==> src/crsm_pkg.sv <==
// ----------------------------------------------------------------------------
// crsm_pkg: shared types and constants of the contiguous ring space manager
// Operation codes, the packed result layout and reset defaults.
// ----------------------------------------------------------------------------
package crsm_pkg;

    localparam int CRSM_INDEX_BITS = 16;
    localparam int FIELD_W         = 16;
    localparam int MODE_W          = 3;
    localparam int CAP_W           = 16;
    localparam logic [CAP_W-1:0] CAP_RESET = 16'd4096;

    typedef enum logic [MODE_W-1:0] {
        MODE_ALLOC        = 3'd0,
        MODE_PREP_READ    = 3'd1,
        MODE_COMMIT_WR    = 3'd2,
        MODE_COMMIT_RD    = 3'd3,
        MODE_ROLLBACK_WR  = 3'd4,
        MODE_ROLLBACK_RD  = 3'd5
    } crsm_mode_t;

    // Packed so that alloc_ok sits in the lowest bit.
    typedef struct packed {
        logic [FIELD_W-1:0] second_length;
        logic [FIELD_W-1:0] first_length;
        logic [FIELD_W-1:0] first_start;
        logic [1:0]         segment_count;
        logic [FIELD_W-1:0] pending_count;
        logic [FIELD_W-1:0] start_index;
        logic               alloc_ok;
    } crsm_result_t;

    localparam int RESULT_W = $bits(crsm_result_t);

endpackage

==> src/crsm_core.sv <==
// ----------------------------------------------------------------------------
// crsm_core: single-pass operation logic
// Computes the result and the next index/slack state for one request.
// ----------------------------------------------------------------------------
module crsm_core #(
    parameter int INDEX_BITS = crsm_pkg::CRSM_INDEX_BITS
) (
    input  crsm_pkg::crsm_mode_t          mode,
    input  logic [crsm_pkg::FIELD_W-1:0]  request_count,
    input  logic [crsm_pkg::CAP_W-1:0]    capacity,
    input  logic [INDEX_BITS:0]           wt,
    input  logic [INDEX_BITS:0]           wc,
    input  logic [INDEX_BITS-1:0]         rt,
    input  logic [INDEX_BITS-1:0]         rc,
    input  logic [INDEX_BITS-1:0]         st,
    input  logic [INDEX_BITS-1:0]         sc,
    output logic [INDEX_BITS:0]           wt_next,
    output logic [INDEX_BITS:0]           wc_next,
    output logic [INDEX_BITS-1:0]         rt_next,
    output logic [INDEX_BITS-1:0]         rc_next,
    output logic [INDEX_BITS-1:0]         st_next,
    output logic [INDEX_BITS-1:0]         sc_next,
    output crsm_pkg::crsm_result_t        result
);

    // Working width covers index sums and 16-bit fields with headroom.
    localparam int SW = ((INDEX_BITS > crsm_pkg::FIELD_W) ? INDEX_BITS : crsm_pkg::FIELD_W) + 2;
    localparam logic [SW-1:0]       POS_MASK  = SW'({INDEX_BITS{1'b1}});
    localparam logic [INDEX_BITS:0] FULL_MARK = {(INDEX_BITS+1){1'b1}};

    logic [SW-1:0] cap_raw, cap_x, wt_x, wc_x, rc_x, sc_x, n_x;
    logic [SW-1:0] wsum, wnew, start_x, slack_x;
    logic [SW-1:0] effc, till, wrap_sum, pending, first_len, second_len;
    logic          wt_full, wc_full, ok;

    assign cap_raw = SW'(capacity);
    assign cap_x   = (cap_raw < POS_MASK) ? cap_raw : POS_MASK;
    assign wt_x    = SW'(wt);
    assign wc_x    = SW'(wc);
    assign rc_x    = SW'(rc);
    assign sc_x    = SW'(sc);
    assign n_x     = SW'(request_count);
    assign wt_full = (wt == FULL_MARK);
    assign wc_full = (wc == FULL_MARK);
    assign wsum    = wt_x + n_x;
    assign slack_x = (cap_x > wt_x) ? (cap_x - wt_x) : '0;

    // Allocation: fit in the tail, else wrap to slot 0 if the reader left room.
    always_comb begin
        ok      = 1'b0;
        start_x = '0;
        wnew    = wt_x;
        if (wt_full) begin
            ok = 1'b0;
        end else if (wt_x >= rc_x) begin
            if (cap_x >= wsum) begin
                ok      = 1'b1;
                start_x = wt_x;
                wnew    = wsum;
            end else if (rc_x >= n_x) begin
                ok      = 1'b1;
                start_x = '0;
                wnew    = n_x;
            end
        end else if (rc_x >= wsum) begin
            ok      = 1'b1;
            start_x = wt_x;
            wnew    = wsum;
        end
    end

    // Read span from the committed copies.
    assign effc     = (cap_x > sc_x) ? (cap_x - sc_x) : '0;
    assign till     = (effc > rc_x) ? (effc - rc_x) : '0;
    assign wrap_sum = effc + wc_x;

    always_comb begin
        if (wc_full) begin
            pending = effc;
        end else if (wc_x >= rc_x) begin
            pending = wc_x - rc_x;
        end else begin
            pending = (wrap_sum > rc_x) ? (wrap_sum - rc_x) : '0;
        end
    end

    always_comb begin
        wt_next = wt;
        wc_next = wc;
        rt_next = rt;
        rc_next = rc;
        st_next = st;
        sc_next = sc;
        result  = '0;
        first_len  = '0;
        second_len = '0;
        unique case (mode)
            crsm_pkg::MODE_ALLOC: begin
                if (ok) begin
                    if ((wnew == rc_x) && (request_count != '0)) begin
                        wt_next = FULL_MARK;
                    end else begin
                        wt_next = {1'b0, wnew[INDEX_BITS-1:0]};
                    end
                    // Only the wrap path leaves slack behind.
                    if ((wt_x >= rc_x) && (cap_x < wsum)) begin
                        st_next = slack_x[INDEX_BITS-1:0];
                    end
                end
                result.alloc_ok    = ok;
                result.start_index = start_x[crsm_pkg::FIELD_W-1:0];
            end
            crsm_pkg::MODE_PREP_READ: begin
                if (pending == '0) begin
                    result.segment_count = 2'd0;
                end else if ((rc_x + pending) <= effc) begin
                    result.segment_count = 2'd1;
                    first_len = pending;
                end else begin
                    result.segment_count = 2'd2;
                    first_len  = till;
                    second_len = (pending > till) ? (pending - till) : '0;
                end
                if (wt_full) begin
                    wt_next = {1'b0, rt};
                end
                if (pending < till) begin
                    rt_next = INDEX_BITS'(rc_x + pending);
                end else begin
                    rt_next = INDEX_BITS'(pending - till);
                end
                result.pending_count = pending[crsm_pkg::FIELD_W-1:0];
                result.first_start   = rc_x[crsm_pkg::FIELD_W-1:0];
                result.first_length  = first_len[crsm_pkg::FIELD_W-1:0];
                result.second_length = second_len[crsm_pkg::FIELD_W-1:0];
            end
            crsm_pkg::MODE_COMMIT_WR: begin
                if (wt < wc) sc_next = st;
                wc_next = wt;
            end
            crsm_pkg::MODE_COMMIT_RD: begin
                if (rt < rc) sc_next = st;
                rc_next = rt;
            end
            crsm_pkg::MODE_ROLLBACK_WR: begin
                if (wt < wc) st_next = sc;
                wt_next = wc;
            end
            crsm_pkg::MODE_ROLLBACK_RD: begin
                if (rt < rc) st_next = sc;
                rt_next = rc;
            end
            default: begin
                result = '0;
            end
        endcase
    end

endmodule

==> src/contiguous_ring_space_manager.sv <==
// A request passes the input register, then the result register, before m_tvalid rises;
// a result that waits untaken holds the next request in the input register.
// Throughput: 1 request per cycle while results are taken; the operation logic is one
// combinational pass between the input and result registers, which also updates the indices.
// The result register decouples the sides: a new request is taken while a result waits.
// Reset (aresetn low, synchronous): all indices and slack clear to 0, capacity to 4096.
// ----------------------------------------------------------------------------
// contiguous_ring_space_manager: top level
// Contiguous ring allocator with tentative/committed indices, commit and rollback.
// ----------------------------------------------------------------------------
module contiguous_ring_space_manager #(
    parameter int INDEX_BITS = crsm_pkg::CRSM_INDEX_BITS
) (
    input  logic        aclk,
    input  logic        aresetn,

    // capacity write channel
    input  logic        cfg_valid,
    output logic        cfg_ready,
    input  logic [15:0] cfg_data,       // [15:0] capacity

    // request channel
    input  logic        s_tvalid,
    output logic        s_tready,
    input  logic [23:0] s_tdata,        // [2:0] mode, [18:3] request_count, [23:19] zero

    // result channel
    output logic        m_tvalid,
    input  logic        m_tready,
    output logic [87:0] m_tdata         // [0] alloc_ok, [16:1] start_index,
                                        // [32:17] pending_count, [34:33] segment_count,
                                        // [50:35] first_start, [66:51] first_length,
                                        // [82:67] second_length, [87:83] zero
);

    localparam logic [INDEX_BITS:0] FULL_MARK = {(INDEX_BITS+1){1'b1}};
    localparam logic [INDEX_BITS:0] POS_MAX   = {1'b0, {INDEX_BITS{1'b1}}};

    // Capacity register, always ready; write it only while idle (not enforced by the block).
    logic [crsm_pkg::CAP_W-1:0] cap_reg;

    // Input register
    logic                          in_valid_reg;
    crsm_pkg::crsm_mode_t          mode_reg;
    logic [crsm_pkg::FIELD_W-1:0]  count_reg;

    // Ring state: tentative and committed copies
    logic [INDEX_BITS:0]   wt_reg, wc_reg, wt_next, wc_next;
    logic [INDEX_BITS-1:0] rt_reg, rc_reg, rt_next, rc_next;
    logic [INDEX_BITS-1:0] st_reg, sc_reg, st_next, sc_next;

    // Result register
    logic                     m_valid_reg;
    crsm_pkg::crsm_result_t   res_reg, res_next;

    logic advance;

    // The request in the input register is executed in the cycle it moves on.
    assign advance   = in_valid_reg && (!m_valid_reg || m_tready);
    assign s_tready  = !in_valid_reg || advance;
    assign cfg_ready = 1'b1;
    assign m_tvalid  = m_valid_reg;
    assign m_tdata   = {{(88 - crsm_pkg::RESULT_W){1'b0}}, res_reg};

    crsm_core #(
        .INDEX_BITS (INDEX_BITS)
    ) u_core (
        .mode          (mode_reg),
        .request_count (count_reg),
        .capacity      (cap_reg),
        .wt            (wt_reg),
        .wc            (wc_reg),
        .rt            (rt_reg),
        .rc            (rc_reg),
        .st            (st_reg),
        .sc            (sc_reg),
        .wt_next       (wt_next),
        .wc_next       (wc_next),
        .rt_next       (rt_next),
        .rc_next       (rc_next),
        .st_next       (st_next),
        .sc_next       (sc_next),
        .result        (res_next)
    );

    always_ff @(posedge aclk) begin
        if (!aresetn) begin
            cap_reg      <= crsm_pkg::CAP_RESET;
            in_valid_reg <= 1'b0;
            m_valid_reg  <= 1'b0;
            wt_reg       <= '0;
            wc_reg       <= '0;
            rt_reg       <= '0;
            rc_reg       <= '0;
            st_reg       <= '0;
            sc_reg       <= '0;
        end else begin
            if (cfg_valid && cfg_ready) begin
                cap_reg <= cfg_data;
            end
            // Input stage fills on accept, drains on advance.
            if (s_tvalid && s_tready) begin
                in_valid_reg <= 1'b1;
            end else if (advance) begin
                in_valid_reg <= 1'b0;
            end
            // Result stage
            if (advance) begin
                m_valid_reg <= 1'b1;
            end else if (m_tready) begin
                m_valid_reg <= 1'b0;
            end
            // State commits together with the result.
            if (advance) begin
                wt_reg <= wt_next;
                wc_reg <= wc_next;
                rt_reg <= rt_next;
                rc_reg <= rc_next;
                st_reg <= st_next;
                sc_reg <= sc_next;
            end
        end
    end

    // Payload registers
    always_ff @(posedge aclk) begin
        if (s_tvalid && s_tready) begin
            mode_reg  <= crsm_pkg::crsm_mode_t'(s_tdata[2:0]);
            count_reg <= s_tdata[18:3];
        end
        if (advance) begin
            res_reg <= res_next;
        end
    end

    // Write indices are either a ring position or the full mark.
    a_wt_range: assert property (@(posedge aclk) disable iff (!aresetn)
        (wt_reg == FULL_MARK) || (wt_reg <= POS_MAX))
        else $error("tentative write index out of range");

    a_wc_range: assert property (@(posedge aclk) disable iff (!aresetn)
        (wc_reg == FULL_MARK) || (wc_reg <= POS_MAX))
        else $error("committed write index out of range");

    // A successful allocate result never carries read-span fields.
    a_alloc_fields: assert property (@(posedge aclk) disable iff (!aresetn)
        (m_tvalid && res_reg.alloc_ok) |->
            (res_reg.segment_count == 2'd0 && res_reg.pending_count == '0))
        else $error("allocate result carries read span");

    // An accepted request occupies the input register next cycle.
    a_accept_held: assert property (@(posedge aclk) disable iff (!aresetn)
        (s_tvalid && s_tready) |=> in_valid_reg)
        else $error("accepted request lost");

endmodule

==> config.mk <==
export PLATFORM = sky130hd
export DESIGN_NAME = contiguous_ring_space_manager
export DESIGN_NICKNAME = d
export VERILOG_FILES = /design/src/crsm_pkg.sv /design/src/crsm_core.sv /design/src/contiguous_ring_space_manager.sv
export SDC_FILE = /design/constraint.sdc
export NUM_CORES = 1
export LEC_CHECK = 0
export BUFFER_PORTS_ARGS = -buffer_cell sky130_fd_sc_hd__buf_2
export CAP_MARGIN = 20
export CORE_AREA = 3 3 190 192
export DETAILED_ROUTE_END_ITERATION = 8
export DIE_AREA = 0 0 193 195
export PLACE_DENSITY = 0.84
export SYNTH_ARGS = -nofsm -noshare
export SYNTH_HDL_FRONTEND = slang
export SYNTH_SLANG_ARGS = --single-unit
==> constraint.sdc <==
create_clock -name aclk -period 10.93 [get_ports aclk]
set_input_delay 0 -clock aclk [delete_from_list [all_inputs] [get_ports aclk]]
set_output_delay 0 -clock aclk [all_outputs]
set_load 0.02 [all_outputs]
==> impl_metrics.tcl <==
set metrics [dict create \
    rr_worst_depth 54 \
    cp-end-kind "flop" \
    synthArstFlopShare_pct 0 \
    path_max_fanout 14 \
    clock.fmax_ghz 0.0943 \
    synthFlopType "dfxtp_1" \
    synth_fa_ha_area_share_pct 17.6 \
    power_density_mw_per_mm2 131 \
    timing.rr.end "m_tdata[64]" \
    startpoint "cap_reg[0]" \
    hpwl_mm 55.2 \
    syn_inst 2345 \
    p_int_mw 1.81 \
    syn_to_final_growth_pct 15.1 \
    antenna_found_initial 1 \
    vias 19900 \
    synth_edf_count 102 \
    r2r_slack_ns 0.33 \
    min_period_over_period_pct 97.0 \
    crit_type "flop to flop" \
    crit_top_cell "a21o_1" \
    h-tree-depth 1 \
    grt_pass1_vias 19200 \
    die_h_um 195 \
    synth_xor_area_share_pct 5.74 \
    ys_ff_latch 218 \
    drt_iter0_drc 1923 \
    timing.rr.start "cap_reg[0]" \
    grt.total_usage_pct 37.8 \
    layout.nets 2840 \
    critPathLaunchType "flop" \
    leakagePower_nw 9.45 \
    finalNonFillerCells 3001 \
    syn_area_per_cell_um2 8.32 \
    dr.pass1.iters 6 \
    power_frac_seq_pct 30.9 \
    clockPowerShare_pct 27.8 \
    regArea_mm2 0.00539 \
    utilization_pct 65.0 \
    dpl_cell_area_mm2 0.0208 \
    seq_area_frac_synth_pct 27.6 \
    worst_slack_ns 0.327 \
    endpoint "m_tdata[64]" \
    yosysWarningCount 0 \
    wl_mm 73.2 \
    ys_types 91 \
    grt_overflow_total 0 \
    die_area_mm2 0.0376 \
    cp.required_ns 11.19 \
    hold_viol 0 \
    place_congestion 1.07 \
    buffer_ports.inserted 124 \
    pwr-share-comb_pct 41.3 \
    multi_input_area_mm2 0.0134 \
    ir_worst_vdd_mv 0.127 \
    yosys.area_share.simple_pct 16.9 \
    drc_errors 0 \
    net-switching-power_mw 1.13 \
    cp_num_cells 54 \
    hold_path.class "input port to flop" \
    final_antenna_net_count 0 \
    fin_tns_setup_ns 0 \
    fillers 2879 \
    die_w_um 193 \
    timing.final.crit_period_ns 10.60 \
    drv_slew 0 \
    skew_ns 0.0180 \
    core_mm2 0.0345 \
    maxCapViolations 0 \
    crit_family "compound AO/OA/AOI/OAI gates" \
    finalSetupViolCount 0 \
    cpPeakStageDelay_ns 0.41 \
    synth-compound-area-share_pct 24.5 \
    slowest_stage "fa_2" \
    io_pins 136 \
    routed_via_density 6.62 \
    final_area_mm2 0.0225 \
    wl_per_cell_um 24.4 \
    cts_tree "done" \
    clk_latency_ns 0.56 \
    relSlewSlack_pct 30.3 \
    clock_path_buffers 3 \
    drive_above_1_share_pct 13.7 \
    largest_register_ffs 83 \
    worst_slew_pin_slew_ns 1.04 \
    dp_worst_setup_slack_ns 0.0604 \
    syn_area_mm2 0.0195 \
    synth_mux_area_share_pct 2.46 \
    grt_pass1_wl_mm 110 \
    clkTransAtPathRegs_ns 0.06 \
    swShare_pct 38.5 \
    cts_sinks 218 \
    cts_inserted_buffers 24 \
    ctsRootBufferMaster "clkbuf_16" \
    placed_cells 2894 \
    critPathBufInv 6 \
    start_util_pct 56.5 \
    synth_top_family_by_area "compound AO/OA/AOI/OAI gates" \
    outcome "completed" \
    rows 68 \
    arrival_ns 10.87 \
    grt_max_degree 74 \
]
[tightest hold or removal path, delay by kind of cell]
family	cells	cell delay, ns
and+or+nand+nor	1	0.11
muxes	1	0.05
buffers and inverters	2	0.35
[cell usage after synthesis, drive strengths merged, types with 24 or more instances]
cell type / count / area (um^2)
a22oi: 30 / 230
nand2b: 24 / 150
clkbuf: 85 / 320
a21o: 64 / 480
a211oi: 35 / 278
xnor2: 85 / 752
a21oi: 238 / 1200
nor3: 55 / 285
mux2i: 40 / 400
edfxtp: 102 / 3060
nand2: 227 / 855
o21ai: 130 / 658
nand4: 36 / 225
o21a: 34 / 255
inv: 150 / 563
xor2: 42 / 368
nand3: 50 / 250
nor2: 192 / 721
ha: 259 / 3240
dfxtp: 116 / 2320
[cells by family after synthesis]
family,Yosys count
muxes,47
other,2
adders and majority gates,269
buffers and inverters,252
DFF,218
xor gates and xnor gates,127
and+or+nand+nor,706
AOI/OAI and AO/OA,724
[metal layers]
layer | global-route usage (%) | routed length (um) | part of all wire [%]
met1 | 47.2 | 27100 | 37
met2 | 60.7 | 32600 | 44
met3 | 6.95 | 7830 | 11
met4 | 22.6 | 5710 | 7.8
met5 | 0 | 13 | 0.018
[how the worst min path moves through the flow]
stage	start	end	slack, ns	cells after the start
final	aresetn	st_reg[12]	0.01	4
after global routing	cfg_valid	cap_reg[8]	0.04	3
after CTS	cfg_valid	cap_reg[7]	0.0001	3
after detailed placement	s_tdata[1]	mode_reg[1]	0.18	1
after global placement	s_tdata[8]	count_reg[5]	0.18	1
after floorplan	s_tdata[3]	count_reg[0]	0.1	0
[power groups by stage]
stage                     clock (mW)  sequential [mW]  combinational [mW]
after global placement             0            0.922                1.10
after detailed placement           0            0.923                1.12
after floorplan                    0            0.923               0.786
after CTS                      0.822            0.906                1.14
final                          0.818            0.908                1.21
after global routing           0.854            0.909                1.30
[repair_timing]
item / 4_1_cts / 5_1_grt
gates resized for setup: 1 / 65
pin swaps: 0 / 23
gates cloned: 0 / 2
endpoints found under the hold margin: 37 / 0
setup endpoints to repair: 1 / 36
hold buffers: 43 / 0
buffers inserted: 0 / 17
[cells in the final DEF (no fill, tap or decap), drive strengths merged, types with 16 or more instances in the layout]
| master | synthesis | routed |
|---|---|---|
| o21ai | 130 | 130 |
| a22oi | 30 | 30 |
| o21a | 34 | 34 |
| nand2b | 24 | 24 |
| a21oi | 238 | 238 |
| a21o | 64 | 64 |
| o211ai | 16 | 16 |
| nand3 | 50 | 50 |
| xnor2 | 85 | 85 |
| a311oi | 16 | 16 |
| ha | 259 | 259 |
| edfxtp | 102 | 102 |
| xor2 | 42 | 42 |
| nand4 | 36 | 36 |
| a31oi | 19 | 19 |
| inv | 150 | 149 |
| nand2 | 227 | 227 |
| o31ai | 16 | 16 |
| a211oi | 35 | 35 |
| dlygate4sd3 | 0 | 43 |
| clkbuf | 85 | 30 |
| nor2b | 22 | 22 |
| and2 | 20 | 20 |
| nor2 | 192 | 192 |
| buf | 17 | 207 |
| nor3 | 55 | 55 |
| dfxtp | 116 | 116 |
| o221a | 19 | 19 |
| mux2i | 40 | 40 |
[layout make-up]
cell class,count,area share (%)
Clock inverter,16,0.585
Multi-Input combinational cell,1881,59.7
Timing Repair Buffer,252,7.75
Inverter,150,2.51
Sequential cell,218,24.0
Clock buffer,28,2.88
Tap cell,455,2.54
Antenna cell,1,0.0111
[through the flow]
stage / hold slack, ns / total power [mW]
2_1_floorplan: 0.0989 / 1.71
3_3_place_gp: 0.177 / 2.02
3_5_place_dp: 0.178 / 2.04
4_1_cts: 0.000143 / 2.86
5_1_grt: 0.0379 / 3.06
6_report: 0.0106 / 2.94
No activity file was read; power rests on OpenSTA's default activity.
